File: src/rtl/scnp_pkg.sv
`timescale 1ns / 1ps

package scnp_pkg;

   localparam int BYTE_WIDTH  = 8;
   localparam int EVENT_WIDTH = 3;
   localparam int PARAM_WIDTH = 2;
   localparam int FIELD_WIDTH = 32;
   localparam int WORD_WIDTH  = 32;

   typedef enum logic [EVENT_WIDTH-1:0] {
      EV_SET        = 3'd0,
      EV_NACK_CMD   = 3'd1,
      EV_NACK_PARAM = 3'd2,
      EV_SEND_ON    = 3'd3,
      EV_SEND_OFF   = 3'd4
   } event_type;

   typedef enum logic [PARAM_WIDTH-1:0] {
      PARAM_PERIOD   = 2'd0,
      PARAM_I_GAIN   = 2'd1,
      PARAM_R_GAIN   = 2'd2,
      PARAM_SETPOINT = 2'd3
   } param_type;

   localparam logic [WORD_WIDTH-1:0] WORD_SEND   = 32'h5345_4E44;
   localparam logic [WORD_WIDTH-1:0] WORD_STOP   = 32'h5354_4F50;
   localparam logic [WORD_WIDTH-1:0] WORD_SET    = 32'h5345_5400;
   localparam logic [WORD_WIDTH-1:0] PREFIX_MASK = 32'hFFFF_FF00;

   localparam logic [BYTE_WIDTH-1:0] CHAR_NUL   = 8'h00;
   localparam logic [BYTE_WIDTH-1:0] CHAR_NL    = 8'h0A;
   localparam logic [BYTE_WIDTH-1:0] CHAR_MINUS = 8'h2D;
   localparam logic [BYTE_WIDTH-1:0] CHAR_DOT   = 8'h2E;
   localparam logic [BYTE_WIDTH-1:0] CHAR_ZERO  = 8'h30;
   localparam logic [BYTE_WIDTH-1:0] CHAR_NINE  = 8'h39;
   localparam logic [BYTE_WIDTH-1:0] CHAR_F     = 8'h46;
   localparam logic [BYTE_WIDTH-1:0] CHAR_I     = 8'h49;
   localparam logic [BYTE_WIDTH-1:0] CHAR_R     = 8'h52;
   localparam logic [BYTE_WIDTH-1:0] CHAR_X     = 8'h58;

endpackage

File: src/rtl/scnp_if.sv
`timescale 1ns / 1ps

interface scnp_req_if import scnp_pkg::*; ();
   logic                  valid;
   logic                  ready;
   logic [BYTE_WIDTH-1:0] rx_byte;

   modport source (output valid, output rx_byte, input ready);
   modport sink   (input valid, input rx_byte, output ready);
endinterface

interface scnp_rsp_if import scnp_pkg::*; ();
   logic                   valid;
   logic                   ready;
   logic [EVENT_WIDTH-1:0] event_res;
   logic [PARAM_WIDTH-1:0] target_param;
   logic                   is_negative;
   logic [FIELD_WIDTH-1:0] integer_part;
   logic [FIELD_WIDTH-1:0] fraction_part;
   logic [FIELD_WIDTH-1:0] fraction_divisor;
   logic                   send_enabled;

   modport source (output valid, output event_res, output target_param, output is_negative,
                   output integer_part, output fraction_part, output fraction_divisor,
                   output send_enabled, input ready);
   modport sink   (input valid, input event_res, input target_param, input is_negative,
                   input integer_part, input fraction_part, input fraction_divisor,
                   input send_enabled, output ready);
endinterface

File: src/rtl/serial_command_number_parser.sv
`timescale 1ns / 1ps
// An accepted byte is held in the byte register, then decoded into the event register on the rsp side.
// Throughput: one byte per cycle while the rsp side is not stalled; the byte register feeds a single
// decode and times-ten accumulate step that writes the event register directly.
// Bytes that produce no event (command bytes before the fourth, digits before the dot, leading minus
// signs) use no rsp beat. Synchronous active-high reset clears the parser to command collection.

module serial_command_number_parser
   import scnp_pkg::*;
#(
   parameter int VALUE_WIDTH = 32
) (
   input logic       clock,
   input logic       reset,
   scnp_req_if.sink  req_if,
   scnp_rsp_if.source rsp_if
);

   typedef enum logic [1:0] {
      MODE_CMD  = 2'd0,
      MODE_SIGN = 2'd1,
      MODE_INT  = 2'd2,
      MODE_FRAC = 2'd3
   } mode_type;

   logic                   in_valid_ff;
   logic [BYTE_WIDTH-1:0]  in_byte_ff;

   mode_type               mode_ff, mode_in;
   logic [1:0]             cnt_ff, cnt_in;
   logic [WORD_WIDTH-1:0]  word_ff, word_in;
   logic [PARAM_WIDTH-1:0] param_ff, param_in;
   logic                   send_ff, send_in;
   logic                   minus_ff, minus_in;
   logic [VALUE_WIDTH-1:0] int_ff, int_in;
   logic [VALUE_WIDTH-1:0] frac_ff, frac_in;
   logic [VALUE_WIDTH-1:0] div_ff, div_in;

   logic                   out_valid_ff, out_valid_in;
   logic [EVENT_WIDTH-1:0] out_event_ff;
   logic [PARAM_WIDTH-1:0] out_param_ff;
   logic                   out_neg_ff;
   logic [FIELD_WIDTH-1:0] out_int_ff, out_frac_ff, out_div_ff;
   logic                   out_send_ff;

   logic                   advance;
   logic                   has_res;
   logic                   with_val;
   event_type              ev;
   logic                   is_term, is_digit;
   logic [VALUE_WIDTH-1:0] digit_val;
   logic [WORD_WIDTH-1:0]  word_full;
   logic [63:0]            int_wide, frac_wide, div_wide;

   assign advance      = in_valid_ff && (!out_valid_ff || rsp_if.ready);
   assign req_if.ready = !in_valid_ff || advance;

   assign is_term   = (in_byte_ff == CHAR_NUL) || (in_byte_ff == CHAR_NL);
   assign is_digit  = (in_byte_ff >= CHAR_ZERO) && (in_byte_ff <= CHAR_NINE);
   assign digit_val = VALUE_WIDTH'(in_byte_ff - CHAR_ZERO);
   assign word_full = word_ff | (WORD_WIDTH'(in_byte_ff) << {2'd3 - cnt_ff, 3'b000});

   always_comb begin
      mode_in  = mode_ff;
      cnt_in   = cnt_ff;
      word_in  = word_ff;
      param_in = param_ff;
      send_in  = send_ff;
      minus_in = minus_ff;
      int_in   = int_ff;
      frac_in  = frac_ff;
      div_in   = div_ff;
      has_res  = 1'b0;
      with_val = 1'b0;
      ev       = EV_SET;
      case (mode_ff)
         MODE_CMD: begin
            if (!is_term) begin
               word_in = word_full;
               cnt_in  = cnt_ff + 2'd1;
               if (cnt_ff == 2'd3) begin
                  word_in = '0;
                  cnt_in  = 2'd0;
                  if (word_full == WORD_SEND) begin
                     send_in = 1'b1;
                     has_res = 1'b1;
                     ev      = EV_SEND_ON;
                  end else if (word_full == WORD_STOP) begin
                     send_in = 1'b0;
                     has_res = 1'b1;
                     ev      = EV_SEND_OFF;
                  end else if ((word_full & PREFIX_MASK) == WORD_SET) begin
                     int_in   = '0;
                     frac_in  = '0;
                     div_in   = VALUE_WIDTH'(1);
                     minus_in = 1'b0;
                     mode_in  = MODE_SIGN;
                     case (word_full[BYTE_WIDTH-1:0])
                        CHAR_F:  param_in = PARAM_PERIOD;
                        CHAR_I:  param_in = PARAM_I_GAIN;
                        CHAR_R:  param_in = PARAM_R_GAIN;
                        CHAR_X:  param_in = PARAM_SETPOINT;
                        default: begin
                           mode_in = MODE_CMD;
                           has_res = 1'b1;
                           ev      = EV_NACK_PARAM;
                        end
                     endcase
                  end else begin
                     has_res = 1'b1;
                     ev      = EV_NACK_CMD;
                  end
               end
            end
         end
         MODE_SIGN, MODE_INT: begin
            if (mode_ff == MODE_SIGN && in_byte_ff == CHAR_MINUS) begin
               minus_in = 1'b1;
            end else begin
               mode_in = MODE_INT;
               if (is_digit) begin
                  int_in = (int_ff << 3) + (int_ff << 1) + digit_val;
               end else begin
                  has_res  = 1'b1;
                  with_val = 1'b1;
                  if (in_byte_ff == CHAR_DOT) begin
                     mode_in = MODE_FRAC;
                  end else if (is_term) begin
                     mode_in = MODE_CMD;
                     cnt_in  = 2'd0;
                  end else begin
                     // stray byte opens the next command word
                     mode_in = MODE_CMD;
                     word_in = {in_byte_ff, 24'h0};
                     cnt_in  = 2'd1;
                  end
               end
            end
         end
         default: begin
            has_res  = 1'b1;
            with_val = 1'b1;
            if (is_digit) begin
               frac_in = (frac_ff << 3) + (frac_ff << 1) + digit_val;
               div_in  = (div_ff << 3) + (div_ff << 1);
            end else if (is_term) begin
               mode_in = MODE_CMD;
               cnt_in  = 2'd0;
            end else begin
               mode_in = MODE_CMD;
               word_in = {in_byte_ff, 24'h0};
               cnt_in  = 2'd1;
            end
         end
      endcase
   end

   assign int_wide  = 64'(int_in);
   assign frac_wide = 64'(frac_in);
   assign div_wide  = 64'(div_in);

   always_comb begin
      if (advance) begin
         out_valid_in = has_res;
      end else if (rsp_if.ready) begin
         out_valid_in = 1'b0;
      end else begin
         out_valid_in = out_valid_ff;
      end
   end

   always_ff @(posedge clock) begin
      if (reset) begin
         in_valid_ff  <= 1'b0;
         out_valid_ff <= 1'b0;
         mode_ff      <= MODE_CMD;
         cnt_ff       <= 2'd0;
         word_ff      <= '0;
         param_ff     <= PARAM_PERIOD;
         send_ff      <= 1'b0;
         minus_ff     <= 1'b0;
         int_ff       <= '0;
         frac_ff      <= '0;
         div_ff       <= VALUE_WIDTH'(1);
      end else begin
         out_valid_ff <= out_valid_in;
         if (req_if.ready) begin
            in_valid_ff <= req_if.valid;
         end
         if (advance) begin
            mode_ff  <= mode_in;
            cnt_ff   <= cnt_in;
            word_ff  <= word_in;
            param_ff <= param_in;
            send_ff  <= send_in;
            minus_ff <= minus_in;
            int_ff   <= int_in;
            frac_ff  <= frac_in;
            div_ff   <= div_in;
         end
      end
      if (req_if.ready && req_if.valid) begin
         in_byte_ff <= req_if.rx_byte;
      end
      if (advance && has_res) begin
         out_event_ff <= ev;
         out_param_ff <= with_val ? param_in : '0;
         out_neg_ff   <= with_val && minus_in;
         out_int_ff   <= with_val ? int_wide[FIELD_WIDTH-1:0] : '0;
         out_frac_ff  <= with_val ? frac_wide[FIELD_WIDTH-1:0] : '0;
         out_div_ff   <= with_val ? div_wide[FIELD_WIDTH-1:0] : '0;
         out_send_ff  <= send_in;
      end
   end

   assign rsp_if.valid            = out_valid_ff;
   assign rsp_if.event_res        = out_event_ff;
   assign rsp_if.target_param     = out_param_ff;
   assign rsp_if.is_negative      = out_neg_ff;
   assign rsp_if.integer_part     = out_int_ff;
   assign rsp_if.fraction_part    = out_frac_ff;
   assign rsp_if.fraction_divisor = out_div_ff;
   assign rsp_if.send_enabled     = out_send_ff;

   // drop value fields on every non-set event
   a_nonset_zero: assert property (@(posedge clock) disable iff (reset)
      (out_valid_ff && out_event_ff != EV_SET) |->
         (out_int_ff == '0 && out_frac_ff == '0 && out_div_ff == '0 && !out_neg_ff))
      else $error("non-set event carries value fields");

   a_send_on: assert property (@(posedge clock) disable iff (reset)
      (out_valid_ff && out_event_ff == EV_SEND_ON) |-> out_send_ff)
      else $error("send started without send flag");

   a_send_off: assert property (@(posedge clock) disable iff (reset)
      (out_valid_ff && out_event_ff == EV_SEND_OFF) |-> !out_send_ff)
      else $error("send stopped with send flag set");

   a_hold_state: assert property (@(posedge clock) disable iff (reset)
      !advance |=> ($stable(mode_ff) && $stable(cnt_ff) && $stable(int_ff)))
      else $error("parser state moved without a processed byte");

   a_word_clear: assert property (@(posedge clock) disable iff (reset)
      (mode_ff == MODE_CMD && cnt_ff == 2'd0) |-> (word_ff == '0))
      else $error("command word not clear at start of command");

endmodule

File: src/flat_wrapper.sv
// flat-port wrapper written by rule: the top's interface ports become plain ports
module serial_command_number_parser_flat import scnp_pkg::*;
#(
   parameter int VALUE_WIDTH = 32
)
  (clock, reset, req_if_valid, req_if_rx_byte, req_if_ready, rsp_if_valid, rsp_if_event_res, rsp_if_target_param, rsp_if_is_negative, rsp_if_integer_part, rsp_if_fraction_part, rsp_if_fraction_divisor, rsp_if_send_enabled, rsp_if_ready);
  scnp_req_if req_if_i ();
  scnp_rsp_if rsp_if_i ();
  input logic clock;
  input logic reset;
  input wire logic [$bits(req_if_i.valid)-1:0] req_if_valid;
  input wire logic [$bits(req_if_i.rx_byte)-1:0] req_if_rx_byte;
  output wire logic [$bits(req_if_i.ready)-1:0] req_if_ready;
  output wire logic [$bits(rsp_if_i.valid)-1:0] rsp_if_valid;
  output wire logic [$bits(rsp_if_i.event_res)-1:0] rsp_if_event_res;
  output wire logic [$bits(rsp_if_i.target_param)-1:0] rsp_if_target_param;
  output wire logic [$bits(rsp_if_i.is_negative)-1:0] rsp_if_is_negative;
  output wire logic [$bits(rsp_if_i.integer_part)-1:0] rsp_if_integer_part;
  output wire logic [$bits(rsp_if_i.fraction_part)-1:0] rsp_if_fraction_part;
  output wire logic [$bits(rsp_if_i.fraction_divisor)-1:0] rsp_if_fraction_divisor;
  output wire logic [$bits(rsp_if_i.send_enabled)-1:0] rsp_if_send_enabled;
  input wire logic [$bits(rsp_if_i.ready)-1:0] rsp_if_ready;
  assign req_if_i.valid = req_if_valid;
  assign req_if_i.rx_byte = req_if_rx_byte;
  assign req_if_ready = req_if_i.ready;
  assign rsp_if_valid = rsp_if_i.valid;
  assign rsp_if_event_res = rsp_if_i.event_res;
  assign rsp_if_target_param = rsp_if_i.target_param;
  assign rsp_if_is_negative = rsp_if_i.is_negative;
  assign rsp_if_integer_part = rsp_if_i.integer_part;
  assign rsp_if_fraction_part = rsp_if_i.fraction_part;
  assign rsp_if_fraction_divisor = rsp_if_i.fraction_divisor;
  assign rsp_if_send_enabled = rsp_if_i.send_enabled;
  assign rsp_if_i.ready = rsp_if_ready;
  serial_command_number_parser #(.VALUE_WIDTH(VALUE_WIDTH)) u_core (.clock(clock), .reset(reset), .req_if(req_if_i), .rsp_if(rsp_if_i));
endmodule
File: config.mk
export PLATFORM = sky130hd
export DESIGN_NAME = serial_command_number_parser_flat
export DESIGN_NICKNAME = d
export VERILOG_FILES = /design/src/rtl/scnp_pkg.sv /design/src/rtl/scnp_if.sv /design/src/rtl/serial_command_number_parser.sv /design/src/flat_wrapper.sv
export SDC_FILE = /design/constraint.sdc
export NUM_CORES = 1
export LEC_CHECK = 0
export ABC_AREA = 1
export BUFFER_PORTS_ARGS = -buffer_cell sky130_fd_sc_hd__buf_2
export CAP_MARGIN = 30
export CORE_UTILIZATION = 45
export CTS_BUF_LIST = sky130_fd_sc_hd__clkbuf_8 sky130_fd_sc_hd__clkbuf_16
export DETAILED_ROUTE_END_ITERATION = 16
export GPL_ROUTABILITY_DRIVEN = 0
export SLEW_MARGIN = 20
export SYNTH_ARGS = -nofsm -noshare
export SYNTH_HDL_FRONTEND = slang
export SYNTH_SLANG_ARGS = --single-unit
export TNS_END_PERCENT = 20
File: constraint.sdc
create_clock -name clock -period 6 [get_ports clock]
set_clock_uncertainty 0.2 [all_clocks]
set_input_delay 0.6 -clock clock [delete_from_list [all_inputs] [get_ports clock]]
set_output_delay 0.6 -clock clock [all_outputs]
set_load 0.02 [all_outputs]
==> key figures <==
Synthesis
  • Top_reg_cell synth: dfxtp_1
  • Post-synth net total: between 2k and 3k
  • Ys Warns: 0
  • Number of synthesized flops with an enable pin: between 100 and 150
  • Mapped cell area: 19100 µm²
  • Synth Area in Adders: between 10 and 15%
  • Syn avg cell area: slightly below 7 µm²
  • Largest family of logic cells by synthesized area: simple AND/OR/NAND/NOR gates
  • Register area share after synthesis: around a third
  • Yosys cell types: 42
  • Syn Inst Count: between 2k and 3k
  • Post-synthesis mux area share: 0%
  • Area share of and/or/nand/nor cells after synthesis: around 30%
  • XOR/XNOR share of the synthesized area: between 1.5 and 2%
  • Async SR Flop Fraction: 0%
  • Compound-Gate Fraction of Synth Area: between 10% and 20%
  • FF+latch count, synth: 249

Pwr
  • Peak supply drop: 0.215 mV
  • Clk network pwr share: a little under two fifths
  • Switching part of the total power: 32.5%
  • P_leak: approximately 9.3 nW
  • Reg power frac: 40.5%
  • Internal power: between 3 and 4 mW
  • Switching power: 1.53 mW
  • Gate power share: 22.8%
  • Total power: 4.72 mW
  • PwrDens: around 220 nW/µm²

Detailed routing
  • TritonRoute pass-1 iters: 6
  • WL met2: 24300 µm
  • DRC Markers: 0
  • Final WL: ~54000 µm
  • Top sig layer: met4
  • DRT antenna net count: 0
  • DRT iter0 DRCs: between 1k and 1.5k
  • Via count: about 19k
  • Met3 WL: between 3000 and 4000 µm
  • Vias per cell: 5.44
  • Drt wl/cell: roughly 16 µm
  • Met1 wire length: 24900 µm

Setup path
  • Data arrival time of the worst path: 4.84 ns
  • Critical Path RT: 6.09 ns
  • CP Capture Type: register
  • Delay-heaviest family, CP: buffers and inverters
  • Reg-to-reg endpoint: u_core.rsp_if.integer_part[22]
  • Kind of critical path: register to register
  • Max stage delay on crit path: 0.71 ns
  • Crit-path most repeated cell: nand2_1
  • CP max-delay cell: inv_2
  • Setup crit start: u_core.in_byte_ff[4]
  • CP max FO: 31
  • Buffers & Inverters on Critical Path: 4
  • Startpoint Class: register
  • Critical-path cell list: ha_1 -> inv_1 -> nand2_1 -> inv_2 -> buf_4 -> fa_1 -> ha_1 -> nand2_1 -> nor2_1 -> inv_1 -> nor2_1 -> nand4_1 -> nand4_1 -> nand3_1 -> nand2_1 -> a21oi_1
  • R2R Setup Slk: between 1 and 1.5 ns
  • R2r startpoint: u_core.in_byte_ff[4]
  • Worst r2r path cells: 16

CTS
  • Post_cts resized: 0
  • Clk_lat worst skew: 0.58 ns
  • Clk slew on worst S/H paths: roughly 0.06 ns
  • Cts bufs inserted: 29
  • CTS tree: done
  • Clock sink count: between 200 and 250
  • CTS Root Cell: clkbuf_16
  • H-Tree Depth: 1
  • Largest buffer count on any clock path: 3

Job
  • MaxCap Viol Count: 0

Timing
  • Slew HR: 36.9%
  • Period utilisation layout: slightly below 80%
  • Slew Limit Fails: 0
  • Unrepaired setup endpoints after global routing: no
  • Setup-failing EPs final: 0
  • Fin crit period: between 4 and 5 ns
  • Final Hold Fails: 0
  • Fmax: 210 MHz
  • Setup TNS: 0 ns
  • Least-Margin Pin Slew: about 0.95 ns

Worst hold path
  • Hold Crit Endpoint: u_core.in_byte_ff[5]
  • Worst Hold Path Cells: 1
  • Worst Hold Class: input port to register
  • Hold Startpoint: req_if_rx_byte[5]

Floorplan
  • Starting Density: a little under half
  • Vert. Die Dim: around 210 µm
  • Core Footprint: ~42000 µm²
  • Site row count: 75
  • I/O pin cnt: approximately 120
  • Chip width: roughly 210 µm
  • Die Area: roughly 43000 µm²

Global routing
  • First-pass GRT wire length: 89400 µm
  • Total congestion overflow: 0
  • Largest net degree at the start of global routing: 76
  • Vias in the first global route: around 18k
  • Antenna violations before repair: 0
  • GRT Util Overall: around a quarter

Finish
  • Final Util: between 50% and 60%
  • Most frequent cells in the layout: nand2_1, inv_1, a21oi_1, nand3_1, nor2_1
  • Share of cells above drive strength 1: 8.25%
  • Most common cell after layout, fill and taps aside: nand2_1
  • Layout area overhead: 10.2%
  • Antenna diodes: 0
  • Final Net Count: 3018

Outcome
  • Status: complete, no violations

Placed design
  • PortBufs: between 100 and 150
  • Post-DP HPWL: 39300 µm
[power groups by stage]
stage               Sequential (mW)  Clock, mW  Combinational [mW]
floorplan                      1.92          0               0.829
global placement               1.95          0                1.04
detailed placement             1.95          0                1.06
CTS                            1.91       1.78                1.07
global route                   1.93       1.83                1.23
finish                         1.91       1.73                1.08
[what timing repair did]
| action | CTS | global route |
|---|---|---|
| endpoints found under the hold margin | 6 | 0 |
| buffers inserted | 0 | 0 |
| hold buffers | 6 | 0 |
[Yosys cell counts, types with 3 or more instances]
master / instances / area, µm²
clkinv_1: 3 / 11.3
nand4_1: 40 / 250
a21oi_1: 334 / 1670
inv_1: 375 / 1410
or2_2: 9 / 56.3
ha_1: 97 / 1210
dfxtp_1: 138 / 2760
o21ai_1: 19 / 95.1
nor2_1: 261 / 980
fa_1: 59 / 1180
o211ai_1: 5 / 37.5
xor2_1: 26 / 228
nand3b_1: 5 / 37.5
buf_1: 18 / 67.6
o21bai_1: 19 / 143
a21o_1: 4 / 30.0
buf_2: 22 / 110
o21ai_2: 10 / 87.6
o21ai_0: 112 / 561
a211oi_1: 3 / 22.5
inv_2: 7 / 26.3
buf_4: 4 / 30.0
nor3_1: 31 / 155
buf_6: 6 / 67.6
a31oi_1: 4 / 25.0
nor2_2: 15 / 93.8
nand3_1: 294 / 1470
clkbuf_1: 53 / 199
xnor2_1: 10 / 87.6
a22oi_1: 8 / 60.1
o21a_1: 4 / 30.0
edfxtp_1: 111 / 3330
nand2_2: 4 / 25.0
nand2_1: 659 / 2470
[layer usage]
| metal | track usage, % | vias to the layer above |
|---|---|---|
| met5 | 0 | - |
| met4 | 8.71 | 0 |
| met3 | 3.35 | 94 |
| met2 | 40.6 | 615 |
| met1 | 34.1 | 8582 |
| li1 | - | 9274 |
[how the worst max path moves through the flow]
stage / to / slack, ns / cells after the start
2_1_floorplan: u_core.rsp_if.integer_part[20] / 1.36 / 15
3_3_place_gp: u_core.rsp_if.integer_part[22] / 1.41 / 16
3_5_place_dp: u_core.rsp_if.integer_part[30] / 1.33 / 17
4_1_cts: u_core.rsp_if.integer_part[22] / 1.31 / 16
5_1_grt: u_core.rsp_if.integer_part[30] / 0.91 / 17
6_report: u_core.rsp_if.integer_part[22] / 1.25 / 16
[worst register-to-register path: stages (launching register included)]
cell and delay [ns]:
edfxtp_1 0.57, ha_1 0.33, inv_1 0.09, nand2_1 0.13, inv_2 0.71, buf_4 0.37, fa_1 0.46, ha_1 0.38
nand2_1 0.12, nor2_1 0.14, inv_1 0.08, nor2_1 0.18, nand4_1 0.22, nand4_1 0.19, nand3_1 0.09, nand2_1 0.11
a21oi_1 0.08
[through the flow]
stage | worst slack (ns) | cell area, µm² | std cells | hold slack, ns
after floorplan | 1.36 | 19100 | 2780 | 0.249
after global placement | 1.41 | 20100 | 3350 | 0.257
after detailed placement | 1.33 | 20100 | 3352 | 0.276
after CTS | 1.31 | 21100 | 3412 | 0.000423
after global routing | 0.914 | 21100 | 3412 | 0.00862
final | 1.25 | 21100 | 3412 | 0.0265
[state kept, by name, indices dropped and copies added, names as in the netlist, 2 cells and up]
name and count:
u_core.word_ff 32, u_core.in_byte_ff 8, u_core.frac_ff 32, u_core.rsp_if.integer_part 32, u_core.rsp_if.target_param 2, u_core.rsp_if.fraction_divisor 32, u_core.int_ff 32, u_core.div_ff 32
u_core.param_ff 2, u_core.rsp_if.fraction_part 32, u_core.cnt_ff 2, u_core.rsp_if.event_res 3, u_core.mode_ff 2
[cell type report]
| cell class | count | area, µm² |
|---|---|---|
| Timing Repair Buffer | 142 | 813 |
| Fill cell | 4175 | 20800 |
| Inverter | 385 | 1450 |
| Clock buffer | 31 | 753 |
| Multi-Input combinational cell | 2043 | 11100 |
| Sequential cell | 249 | 6100 |
| Clock inverter | 23 | 165 |
| Tap cell | 539 | 674 |
[cell families (layout without fill, tap and decap cells)]
kind of cell | after synthesis | after routing
fa+ha+maj | 156 | 156
xor+xnor | 36 | 36
simple gates | 1326 | 1326
compound gates | 525 | 525
flops | 249 | 249
buf+inv | 488 | 581
(Power assumes the default switching activity.)
